==> config.mk <==
export PLATFORM = sky130hd
export DESIGN_NAME = huffman_two_queue_merge_flat
export DESIGN_NICKNAME = d
export VERILOG_FILES = /design/src/hw/rtl/hqm_pkg.sv /design/src/hw/rtl/hqm_leaf_if.sv /design/src/hw/rtl/hqm_node_if.sv /design/src/hw/rtl/hqm_ram.sv /design/src/hw/rtl/hqm_front.sv /design/src/hw/rtl/huffman_two_queue_merge.sv /design/src/flat_wrapper.sv
export SDC_FILE = /design/constraint.sdc
export NUM_CORES = 2
export LEC_CHECK = 0
export ABC_AREA = 1
export BUFFER_PORTS_ARGS = -buffer_cell sky130_fd_sc_hd__buf_4
export CAP_MARGIN = 40
export CORE_UTILIZATION = 35
export DETAILED_ROUTE_END_ITERATION = 12
export MAX_ROUTING_LAYER = met4
export PLACE_DENSITY = 0.57
export REMOVE_ABC_BUFFERS = 1
export SETUP_SLACK_MARGIN = 0.3
export SLEW_MARGIN = 10
export SYNTH_ARGS = -nofsm -noshare
export SYNTH_HDL_FRONTEND = slang
export SYNTH_HIERARCHICAL = 1
export SYNTH_SLANG_ARGS = --single-unit
export TNS_END_PERCENT = 50
==> constraint.sdc <==
create_clock -name clk -period 6.7 [get_ports clk]
set_input_delay 1.34 -clock clk [delete_from_list [all_inputs] [get_ports clk]]
set_output_delay 1.34 -clock clk [all_outputs]
set_load 0.03 [all_outputs]
==> src/hw/rtl/hqm_pkg.sv <==
`timescale 1ns / 1ps
// ----------------------------------------------------------------------------
// hqm_pkg: shared constants and types of the two-queue Huffman merge
// Sizes of the leaf and node queues, id and weight widths, queue front types.
// ----------------------------------------------------------------------------
package hqm_pkg;

	localparam int unsigned MAX_LEAVES  = 64;
	localparam int unsigned WEIGHT_BITS = 24;

	// Node weight width and saturation value
	localparam int unsigned SUM_W = 30;
	localparam logic [SUM_W-1:0] SUM_MAX = {SUM_W{1'b1}};

	// Width used for compare and add of queue fronts
	localparam int unsigned CMP_W = (WEIGHT_BITS > SUM_W) ? WEIGHT_BITS : SUM_W;
	localparam int unsigned ADD_W = CMP_W + 1;

	// Node ids: leaves from zero, internal nodes from NODE_BASE
	localparam int unsigned ID_W = 7;
	localparam logic [ID_W-1:0] NODE_BASE = 7'd64;

	localparam int unsigned CNT_W     = $clog2(MAX_LEAVES + 1);
	localparam int unsigned LIDX_W    = $clog2(MAX_LEAVES);
	localparam int unsigned INT_DEPTH = MAX_LEAVES - 1;
	localparam int unsigned IIDX_W    = (INT_DEPTH > 1) ? $clog2(INT_DEPTH) : 1;

	// Both queue fronts as seen by the selector
	typedef struct packed {
		logic            leaf_ok;
		logic            int_ok;
		logic [CMP_W-1:0] leaf_w;
		logic [CMP_W-1:0] int_w;
		logic [ID_W-1:0]  leaf_id;
		logic [ID_W-1:0]  int_id;
	} front_t;

	// Selected front
	typedef struct packed {
		logic            take_leaf;
		logic [ID_W-1:0]  id;
		logic [CMP_W-1:0] weight;
	} pick_t;

endpackage

==> src/hw/rtl/hqm_leaf_if.sv <==
`timescale 1ns / 1ps
// ----------------------------------------------------------------------------
// hqm_leaf_if: leaf weight channel
// One beat carries one leaf weight and the end-of-set mark.
// ----------------------------------------------------------------------------
interface hqm_leaf_if;

	logic                            valid;
	logic                            ready;
	logic [hqm_pkg::WEIGHT_BITS-1:0] leaf_weight;
	logic                            last_leaf;

	modport source (output valid, output leaf_weight, output last_leaf, input ready);
	modport sink   (input valid, input leaf_weight, input last_leaf, output ready);

endinterface

==> src/hw/rtl/hqm_node_if.sv <==
`timescale 1ns / 1ps
// ----------------------------------------------------------------------------
// hqm_node_if: internal node result channel
// One beat carries one new tree node with its children and flags.
// ----------------------------------------------------------------------------
interface hqm_node_if;

	logic                      valid;
	logic                      ready;
	logic [hqm_pkg::ID_W-1:0]  node_id;
	logic [hqm_pkg::ID_W-1:0]  left_id;
	logic [hqm_pkg::ID_W-1:0]  right_id;
	logic [hqm_pkg::SUM_W-1:0] node_weight;
	logic                      lone_leaf;
	logic                      leaves_dropped;
	logic                      is_root;

	modport source (output valid, output node_id, output left_id, output right_id,
		output node_weight, output lone_leaf, output leaves_dropped, output is_root,
		input ready);
	modport sink (input valid, input node_id, input left_id, input right_id,
		input node_weight, input lone_leaf, input leaves_dropped, input is_root,
		output ready);

endinterface

==> src/hw/rtl/hqm_ram.sv <==
`timescale 1ns / 1ps
// ----------------------------------------------------------------------------
// hqm_ram: generic simple dual-port RAM
// One write port, one read port, read data registered.
// ----------------------------------------------------------------------------
module hqm_ram #(
	parameter int unsigned WIDTH = 8,
	parameter int unsigned DEPTH = 16,
	localparam int unsigned AW = (DEPTH > 1) ? $clog2(DEPTH) : 1
) (
	input  logic             clk,
	input  logic             we,
	input  logic [AW-1:0]    waddr,
	input  logic [WIDTH-1:0] wdata,
	input  logic [AW-1:0]    raddr,
	output logic [WIDTH-1:0] rdata
);

	logic [WIDTH-1:0] mem_q [DEPTH];

	always_ff @(posedge clk) begin
		if (we) begin
			mem_q[waddr] <= wdata;
		end
		rdata <= mem_q[raddr];
	end

endmodule

==> src/hw/rtl/hqm_front.sv <==
`timescale 1ns / 1ps
// ----------------------------------------------------------------------------
// hqm_front: queue front selector
// Picks the lighter of the two queue fronts; a tie goes to the leaf queue.
// ----------------------------------------------------------------------------
module hqm_front (
	input  hqm_pkg::front_t front,
	output hqm_pkg::pick_t  pick
);

	logic take_leaf;

	assign take_leaf = front.leaf_ok && (!front.int_ok || (front.leaf_w <= front.int_w));

	always_comb begin
		pick.take_leaf = take_leaf;
		pick.id        = take_leaf ? front.leaf_id : front.int_id;
		pick.weight    = take_leaf ? front.leaf_w : front.int_w;
	end

endmodule

==> src/hw/rtl/huffman_two_queue_merge.sv <==
`timescale 1ns / 1ps
// ----------------------------------------------------------------------------
// huffman_two_queue_merge: two-queue Huffman tree builder
// Loads sorted leaf weights into a leaf RAM, then merges them into a tree.
// ----------------------------------------------------------------------------
// Usage
//  - leaf: one beat per leaf weight, ascending; leaf ids follow beat order.
//    The beat with last_leaf set closes the set and starts the merge. Leaves
//    past MAX_LEAVES are thrown away and flag every result of that set.
//  - node: one beat per new internal node, in creation order; the beat with
//    is_root set is the last one of the set. A single-leaf set gives one beat
//    flagged lone_leaf, whose root is leaf 0.
//  - Loading accepts a leaf beat in each cycle with leaf.ready high. The merge
//    makes two picks per node, in ST_PICK1 and then ST_PICK2: each pick needs
//    the fresh queue front, which the leaf RAM and node RAM return in the
//    cycle after the pick that moves the head.
//  - leaf.ready is low while a merge runs, and while a result waits in the
//    output register with node.ready low.
//  - A stalled receiver holds the merge in its second pick; nothing is lost.
//  - Reset empties both queues; RAM contents are not cleared (entries are
//    only read after they were written in the same set).
// ----------------------------------------------------------------------------
module huffman_two_queue_merge (
	input logic       clk,
	input logic       arst_n,
	hqm_leaf_if.sink  leaf,
	hqm_node_if.source node
);

	localparam logic [1:0] ST_LOAD  = 2'd0;
	localparam logic [1:0] ST_PICK1 = 2'd1;
	localparam logic [1:0] ST_PICK2 = 2'd2;

	logic [1:0] state_q;

	// queue pointers
	logic [hqm_pkg::CNT_W-1:0]  cnt_q, lhead_q, lhead_d;
	logic [hqm_pkg::IIDX_W-1:0] ihead_q, ihead_d, itail_q;
	logic                       ovf_q, drop_q;

	// first pick of a node
	logic [hqm_pkg::ID_W-1:0]  first_id_q;
	logic [hqm_pkg::CMP_W-1:0] first_w_q;

	// forward of a node written while its entry is read
	logic                      fwd_sel_q;
	logic [hqm_pkg::CMP_W-1:0] fwd_w_q;

	// RAM ports
	logic [hqm_pkg::WEIGHT_BITS-1:0] leaf_rdata;
	logic [hqm_pkg::SUM_W-1:0]       int_rdata;
	logic                            leaf_we, int_we;

	// output register
	logic                      out_valid_q;
	logic [hqm_pkg::ID_W-1:0]  out_node_q, out_left_q, out_right_q;
	logic [hqm_pkg::SUM_W-1:0] out_w_q;
	logic                      out_lone_q, out_drop_q, out_root_q;

	logic                      out_free, leaf_beat, not_full, lone, advance, is_root_c;
	logic [hqm_pkg::ADD_W-1:0] sum;
	logic [hqm_pkg::SUM_W-1:0] sum_sat;
	hqm_pkg::front_t           front;
	hqm_pkg::pick_t            pick;

	assign out_free  = !out_valid_q || node.ready;
	assign leaf.ready = (state_q == ST_LOAD) && out_free;
	assign leaf_beat = leaf.valid && leaf.ready;
	assign not_full  = cnt_q != hqm_pkg::CNT_W'(hqm_pkg::MAX_LEAVES);
	assign lone      = leaf_beat && leaf.last_leaf && (cnt_q == '0);
	// first pick always moves on; second waits for room in the output register
	assign advance   = (state_q == ST_PICK1) || ((state_q == ST_PICK2) && out_free);

	// queue fronts
	always_comb begin
		front.leaf_ok = lhead_q < cnt_q;
		front.int_ok  = ihead_q < itail_q;
		front.leaf_w  = hqm_pkg::CMP_W'(leaf_rdata);
		front.int_w   = fwd_sel_q ? fwd_w_q : hqm_pkg::CMP_W'(int_rdata);
		front.leaf_id = hqm_pkg::ID_W'(lhead_q);
		front.int_id  = hqm_pkg::NODE_BASE + hqm_pkg::ID_W'(ihead_q);
	end

	hqm_front u_front (
		.front (front),
		.pick  (pick)
	);

	// heads after this cycle's pick; they also address the RAM reads
	always_comb begin
		lhead_d = lhead_q;
		ihead_d = ihead_q;
		if (advance) begin
			if (pick.take_leaf) begin
				lhead_d = lhead_q + 1'b1;
			end else begin
				ihead_d = ihead_q + 1'b1;
			end
		end
	end

	// node weight, saturating
	assign sum     = hqm_pkg::ADD_W'(first_w_q) + hqm_pkg::ADD_W'(pick.weight);
	assign sum_sat = (|sum[hqm_pkg::ADD_W-1:hqm_pkg::SUM_W]) ? hqm_pkg::SUM_MAX
		: sum[hqm_pkg::SUM_W-1:0];
	// a set of n leaves ends with node n-2
	assign is_root_c = (hqm_pkg::CNT_W'(itail_q) + hqm_pkg::CNT_W'(2)) == cnt_q;

	assign leaf_we = leaf_beat && not_full;
	assign int_we  = (state_q == ST_PICK2) && out_free;

	hqm_ram #(
		.WIDTH (hqm_pkg::WEIGHT_BITS),
		.DEPTH (hqm_pkg::MAX_LEAVES)
	) u_leaf_ram (
		.clk   (clk),
		.we    (leaf_we),
		.waddr (cnt_q[hqm_pkg::LIDX_W-1:0]),
		.wdata (leaf.leaf_weight),
		.raddr (lhead_d[hqm_pkg::LIDX_W-1:0]),
		.rdata (leaf_rdata)
	);

	hqm_ram #(
		.WIDTH (hqm_pkg::SUM_W),
		.DEPTH (hqm_pkg::INT_DEPTH)
	) u_int_ram (
		.clk   (clk),
		.we    (int_we),
		.waddr (itail_q),
		.wdata (sum_sat),
		.raddr (ihead_d),
		.rdata (int_rdata)
	);

	// sequencer and queue pointers
	always_ff @(posedge clk or negedge arst_n) begin
		if (!arst_n) begin
			state_q   <= ST_LOAD;
			cnt_q     <= '0;
			lhead_q   <= '0;
			ihead_q   <= '0;
			itail_q   <= '0;
			ovf_q     <= 1'b0;
			drop_q    <= 1'b0;
			fwd_sel_q <= 1'b0;
		end else begin
			case (state_q)
				ST_LOAD: begin
					fwd_sel_q <= 1'b0;
					if (leaf_beat) begin
						if (lone) begin
							ovf_q <= 1'b0;
						end else begin
							if (not_full) begin
								cnt_q <= cnt_q + 1'b1;
							end else begin
								ovf_q <= 1'b1;
							end
							if (leaf.last_leaf) begin
								drop_q  <= ovf_q || !not_full;
								state_q <= ST_PICK1;
							end
						end
					end
				end
				ST_PICK1: begin
					lhead_q   <= lhead_d;
					ihead_q   <= ihead_d;
					fwd_sel_q <= 1'b0;
					state_q   <= ST_PICK2;
				end
				ST_PICK2: begin
					if (out_free) begin
						if (is_root_c) begin
							state_q <= ST_LOAD;
							cnt_q   <= '0;
							lhead_q <= '0;
							ihead_q <= '0;
							itail_q <= '0;
							ovf_q   <= 1'b0;
						end else begin
							state_q <= ST_PICK1;
							lhead_q <= lhead_d;
							ihead_q <= ihead_d;
							itail_q <= itail_q + 1'b1;
						end
						// next read hits the entry written now
						fwd_sel_q <= ihead_d == itail_q;
					end
				end
				default: begin
					state_q <= ST_LOAD;
				end
			endcase
		end
	end

	// first pick and forwarded weight
	always_ff @(posedge clk) begin
		if (state_q == ST_PICK1) begin
			first_id_q <= pick.id;
			first_w_q  <= pick.weight;
		end
		if (int_we) begin
			fwd_w_q <= hqm_pkg::CMP_W'(sum_sat);
		end
	end

	// output register
	always_ff @(posedge clk or negedge arst_n) begin
		if (!arst_n) begin
			out_valid_q <= 1'b0;
		end else if (lone || int_we) begin
			out_valid_q <= 1'b1;
		end else if (node.ready) begin
			out_valid_q <= 1'b0;
		end
	end

	always_ff @(posedge clk) begin
		if (lone) begin
			out_node_q  <= '0;
			out_left_q  <= '0;
			out_right_q <= '0;
			out_w_q     <= hqm_pkg::SUM_W'(leaf.leaf_weight);
			out_lone_q  <= 1'b1;
			out_drop_q  <= ovf_q;
			out_root_q  <= 1'b1;
		end else if (int_we) begin
			out_node_q  <= hqm_pkg::NODE_BASE + hqm_pkg::ID_W'(itail_q);
			out_left_q  <= first_id_q;
			out_right_q <= pick.id;
			out_w_q     <= sum_sat;
			out_lone_q  <= 1'b0;
			out_drop_q  <= drop_q;
			out_root_q  <= is_root_c;
		end
	end

	assign node.valid          = out_valid_q;
	assign node.node_id        = out_node_q;
	assign node.left_id        = out_left_q;
	assign node.right_id       = out_right_q;
	assign node.node_weight    = out_w_q;
	assign node.lone_leaf      = out_lone_q;
	assign node.leaves_dropped = out_drop_q;
	assign node.is_root        = out_root_q;

	// the second pick always finds a non-empty queue
	a_pick2_has_front: assert property (@(posedge clk) disable iff (!arst_n)
		(state_q == ST_PICK2) |-> (front.leaf_ok || front.int_ok))
		else $error("second pick with both queues empty");

	// the root node closes the set
	a_root_ends_set: assert property (@(posedge clk) disable iff (!arst_n)
		(int_we && is_root_c) |=> (state_q == ST_LOAD) && (cnt_q == '0))
		else $error("set not cleared after root");

	// a stalled second pick keeps both heads
	a_stall_holds: assert property (@(posedge clk) disable iff (!arst_n)
		((state_q == ST_PICK2) && !out_free) |=> $stable(lhead_q) && $stable(ihead_q))
		else $error("queue head moved during output stall");

endmodule
==> src/flat_wrapper.sv <==
// flat-port wrapper written by rule: the top's interface ports become plain ports
module huffman_two_queue_merge_flat 
  (clk, arst_n, leaf_valid, leaf_leaf_weight, leaf_last_leaf, leaf_ready, node_valid, node_node_id, node_left_id, node_right_id, node_node_weight, node_lone_leaf, node_leaves_dropped, node_is_root, node_ready);
  hqm_leaf_if leaf_i ();
  hqm_node_if node_i ();
  input logic clk;
  input logic arst_n;
  input wire logic [$bits(leaf_i.valid)-1:0] leaf_valid;
  input wire logic [$bits(leaf_i.leaf_weight)-1:0] leaf_leaf_weight;
  input wire logic [$bits(leaf_i.last_leaf)-1:0] leaf_last_leaf;
  output wire logic [$bits(leaf_i.ready)-1:0] leaf_ready;
  output wire logic [$bits(node_i.valid)-1:0] node_valid;
  output wire logic [$bits(node_i.node_id)-1:0] node_node_id;
  output wire logic [$bits(node_i.left_id)-1:0] node_left_id;
  output wire logic [$bits(node_i.right_id)-1:0] node_right_id;
  output wire logic [$bits(node_i.node_weight)-1:0] node_node_weight;
  output wire logic [$bits(node_i.lone_leaf)-1:0] node_lone_leaf;
  output wire logic [$bits(node_i.leaves_dropped)-1:0] node_leaves_dropped;
  output wire logic [$bits(node_i.is_root)-1:0] node_is_root;
  input wire logic [$bits(node_i.ready)-1:0] node_ready;
  assign leaf_i.valid = leaf_valid;
  assign leaf_i.leaf_weight = leaf_leaf_weight;
  assign leaf_i.last_leaf = leaf_last_leaf;
  assign leaf_ready = leaf_i.ready;
  assign node_valid = node_i.valid;
  assign node_node_id = node_i.node_id;
  assign node_left_id = node_i.left_id;
  assign node_right_id = node_i.right_id;
  assign node_node_weight = node_i.node_weight;
  assign node_lone_leaf = node_i.lone_leaf;
  assign node_leaves_dropped = node_i.leaves_dropped;
  assign node_is_root = node_i.is_root;
  assign node_i.ready = node_ready;
  huffman_two_queue_merge u_core (.clk(clk), .arst_n(arst_n), .leaf(leaf_i), .node(node_i));
endmodule
==> qor.log <==
qor: logic_synthesis.synth_enable_flop_cells 3518
qor: detailed_routing.met3_wirelength 31.70 mm
qor: global_route.global_route.usage.total 0.2103
qor: logic_synthesis.synth.top_cells.by_area edfxtp_1 (70%), nand2_1 (12%), nand3_1 (9.9%)
qor: worst_setup_path.worst_path_dominant_cell_family simple AND/OR/NAND/NOR gates
qor: detailed_routing.vias_per_cell 5.210
qor: finish.design_area 0.1707 sq mm
qor: logic_synthesis.synth.avg_cell_area 11.53 sq um
qor: logic_synthesis.yosysSeqAreaShare 0.7175
qor: timing.clock_skew 71.28 ps
qor: timing.final_hold_viol_count 0
qor: timing.clock.fmax 161.6 MHz
qor: logic_synthesis.synth-compound-area-share 0.004277
qor: place.routability_congestion 0.8849
qor: worst_setup_path.cp-startpoint u_core/fwd_sel_q
qor: die.dieArea 0.4331 sq mm
qor: clock_tree.root_buffer_master clkbuf_16
qor: clock_tree.cts_inserted_buffers 378
qor: worst_setup_path.setup.worst_path.start_class register
qor: timing.fin_crit 6187 ps
qor: clock_tree.clkTransAtPathRegs 60 ps
qor: die.die-height 658.1 microns
qor: detailed_routing.routed_wirelength 456.5 mm
qor: detailed_routing.antenna_violating_nets_post_route 1
qor: worst_setup_path.critical-path-slowest-cell buf_12
qor: min_path.hold_path.class in2async
qor: die.die_width 658.1 microns
qor: timing.final_min_period_over_clock_period 0.9235
qor: global_route.grt_antenna_before_repair 12
qor: logic_synthesis.postSynth.topFlopCell edfxtp_1
qor: clock_tree.clk_latency 970 ps
qor: logic_synthesis.synth_simple_gate_area_frac 0.2311
qor: finish.layout.filler_cells 40437
qor: finish.syn2layout_area_growth 13.31%
qor: logic_synthesis.yosys.area_share.xor_xnor 0.001619
qor: worst_setup_path.crit_path_end_kind register
qor: clock_tree.cts_tree yes
qor: detailed_routing.route.met2.wl 213.6 mm
qor: detailed_routing.drt_iter0_drc 10448
qor: logic_synthesis.synth.mux.area_fraction 0.002242
qor: worst_setup_path.worstPathBufferInverterCount 7
qor: timing.worst_slew_margin_rel 0.1890
qor: logic_synthesis.flop_and_latch_count_out_of_synthesis 3633
qor: worst_setup_path.critPathMaxFanout 176
qor: worst_setup_path.path_class reg2reg
qor: finish.final_layout_size_suffix_gt1_frac 0.09391
qor: logic_synthesis.yosys_warnings 6
qor: detailed_routing.drc_violations_left 0
qor: logic_synthesis.postSynthCellCount 13065
qor: die.floorplan.initialDensity 0.3521
qor: job.timing.max_cap.violations 0
qor: clock_tree.cts_sinks 3633
qor: clock_tree.h-tree-depth 5
qor: logic_synthesis.library_cell_with_the_highest_instance_count_after_synthesis nand2_1
qor: global_route.remaining_overflow_grt 0
qor: worst_setup_path.cp_slowest_stage_delay 490 ps
qor: detailed_routing.wirelength_met1 192.2 mm
qor: finish.post_layout_net_count 13222
qor: logic_synthesis.syn-cell-area 0.1507 sq mm
qor: die.core_area 0.4279 sq mm
qor: logic_synthesis.ys_async_sr_fraction 0.008808
qor: logic_synthesis.yosys.area.top_type edfxtp_1
qor: outcome.status finished with violations
qor: die.rows 240
qor: global_route.wire_length_of_the_first_global_routing_pass 658.9 mm
qor: finish.multi_input_comb_area 0.03804 sq mm
qor: worst_setup_path.crit_path_frequent_cell nand2_1
qor: detailed_routing.routedWlPerCell 23.88 microns
qor: logic_synthesis.yosys.area_share.adder 0.006527
qor: global_route.grt_pass1_vias 93392
qor: timing.timing_max_transition_violations_final 0
qor: detailed_routing.routed.top_layer met4
qor: timing.setup_viol_count_final 0
qor: timing.rsz0062_at_grt false
qor: finish.footprint_of_the_flip_flops_and_latches 0.1081 sq mm
qor: place.detailed_place_hpwl 253.1 mm
qor: place.buffer_ports.inserted 84
qor: timing.tightestPinTransition 1217 ps
qor: logic_synthesis.synth_top_area_frac 0.7012
qor: logic_synthesis.dominant_combinational_cell_family_by_area_after_synthesis simple AND/OR/NAND/NOR gates
qor: logic_synthesis.yosysUniqueCellTypes 53
qor: worst_setup_path.critical_path_data_arrival_time 6940 ps
qor: detailed_routing.drt-pass1-iter-count 6
qor: outcome.failed_checks antenna violations
qor: place.area_post_placement 0.1588 sq mm
qor: die.pin_count 85
qor: logic_synthesis.yosys-top-cells-count nand2_1 (4764), edfxtp_1 (3518), nand3_1 (2988)
qor: worst_setup_path.required 7450 ps
qor: clock_tree.cts-root-to-sink-buffers 4
qor: worst_setup_path.worstReg2RegStart u_core/fwd_sel_q
qor: global_route.largest_net_degree_at_the_start_of_global_routing 177
qor: detailed_routing.dr_total_vias 99614
qor: clock_tree.post-cts-setup-buffers 0
metrics by stage:
step / cells / hold WS (ps) / TNS (ps) / setup WS, ps / utilization
after floorplan: 12289 / 442.3 / -3863340 / -57120 / -
after global placement: 18395 / 441.6 / 0 / 645.7 / 0.3698
after detailed placement: 18417 / 444.9 / 0 / 697.0 / 0.3710
after CTS: 19099 / 345.4 / 0 / 685.7 / 0.3986
after global routing: 19108 / 372.7 / 0 / 322.7 / 0.3989
final: 19121 / 369.7 / 0 / 512.7 / 0.3990
per-layer routing:
layer	vias to the layer above	global-route usage
li1	45729	-
met1	49375	0.2809
met5	-	-
met4	0	0.07990
met2	3706	0.3293
met3	804	0.02584
registers in the layout, indices dropped and copies added (netlist names), 2 cells and up:
signal                   flops
u_core/state_q               2
u_core/itail_q               6
u_core/first_w_q            30
u_core/u_leaf_ram/mem_q   1536
u_core/node.node_weight     30
u_core/ihead_q               6
u_core/node.left_id          7
u_core/fwd_w_q              30
u_core/u_int_ram/mem_q    1890
u_core/node.right_id         7
u_core/node.node_id          7
u_core/lhead_q               7
u_core/first_id_q            7
u_core/u_leaf_ram/rdata     24
u_core/cnt_q                 7
u_core/u_int_ram/rdata      30
final cells by class:
cell class,instances,area share
multi-input combinational,8401,0.2228
clock inverter,189,0.009447
antenna,17,0.0002492
inverter,256,0.006156
tap,5687,0.04168
clock buffer,493,0.05974
sequential,3633,0.6332
timing repair buffer,445,0.02672
cells by family (layout without fill, tap and decap cells):
group | count (synthesis) | in the layout
xor gates and xnor gates | 27 | 27
muxes | 30 | 30
and+or+nand+nor | 8149 | 8150
other | 2 | 30
DFF | 3633 | 3633
adders and majority gates | 78 | 78
AOI/OAI and AO/OA | 103 | 103
buffers and inverters | 1043 | 1383
worst paths after layout:
check / endpoint / slack [ps] / cells after the start
hold / removal: u_core/ihead_q[0] / 370 / 1
hold reg to reg: u_core/node.node_weight[26] / 450 / 2
setup reg to reg: u_core/u_leaf_ram/rdata[23] / 510 / 29
setup / recovery: u_core/u_leaf_ram/rdata[23] / 510 / 29
min in group clk: u_core/node.node_weight[26] / 450 / 2
max in group asynchronous: u_core/drop_q / 5910 / 1
what timing repair did:
item,4_1_cts,5_1_grt
setup endpoints to repair,0,25
resized for setup,0,2
hold buffers,0,0
cell usage in the layout (no fill, tap or decap), types with 8 or more instances in the layout:
cell and n:
a21oi_1 31, inv_16 8, xor2_1 20, nor4_2 16, clkbuf_1 91, nand2_1 4749, diode_2 17, nor3_1 9
clkbuf_16 384, buf_12 75, nand4_1 38, mux2_2 30, a31oi_1 14, bufinv_16 19, nor2_4 64, clkinv_2 59
o21ai_0 18, nand2_2 47, inv_1 224, inv_8 9, buf_4 353, nand3_1 2979, nand3_2 16, nor2_2 60
edfxtp_1 3518, a22o_1 14, clkbuf_8 18, dfrtp_1 32, clkinv_1 81, conb_1 13, ha_1 77, nand3_4 13
buf_16 13, dfxtp_1 83, nor2_1 143, inv_2 20
Power is left out: the tool's default activity adds up to more than one toggle a clock period on the data nets, which glitch-free logic cannot reach.
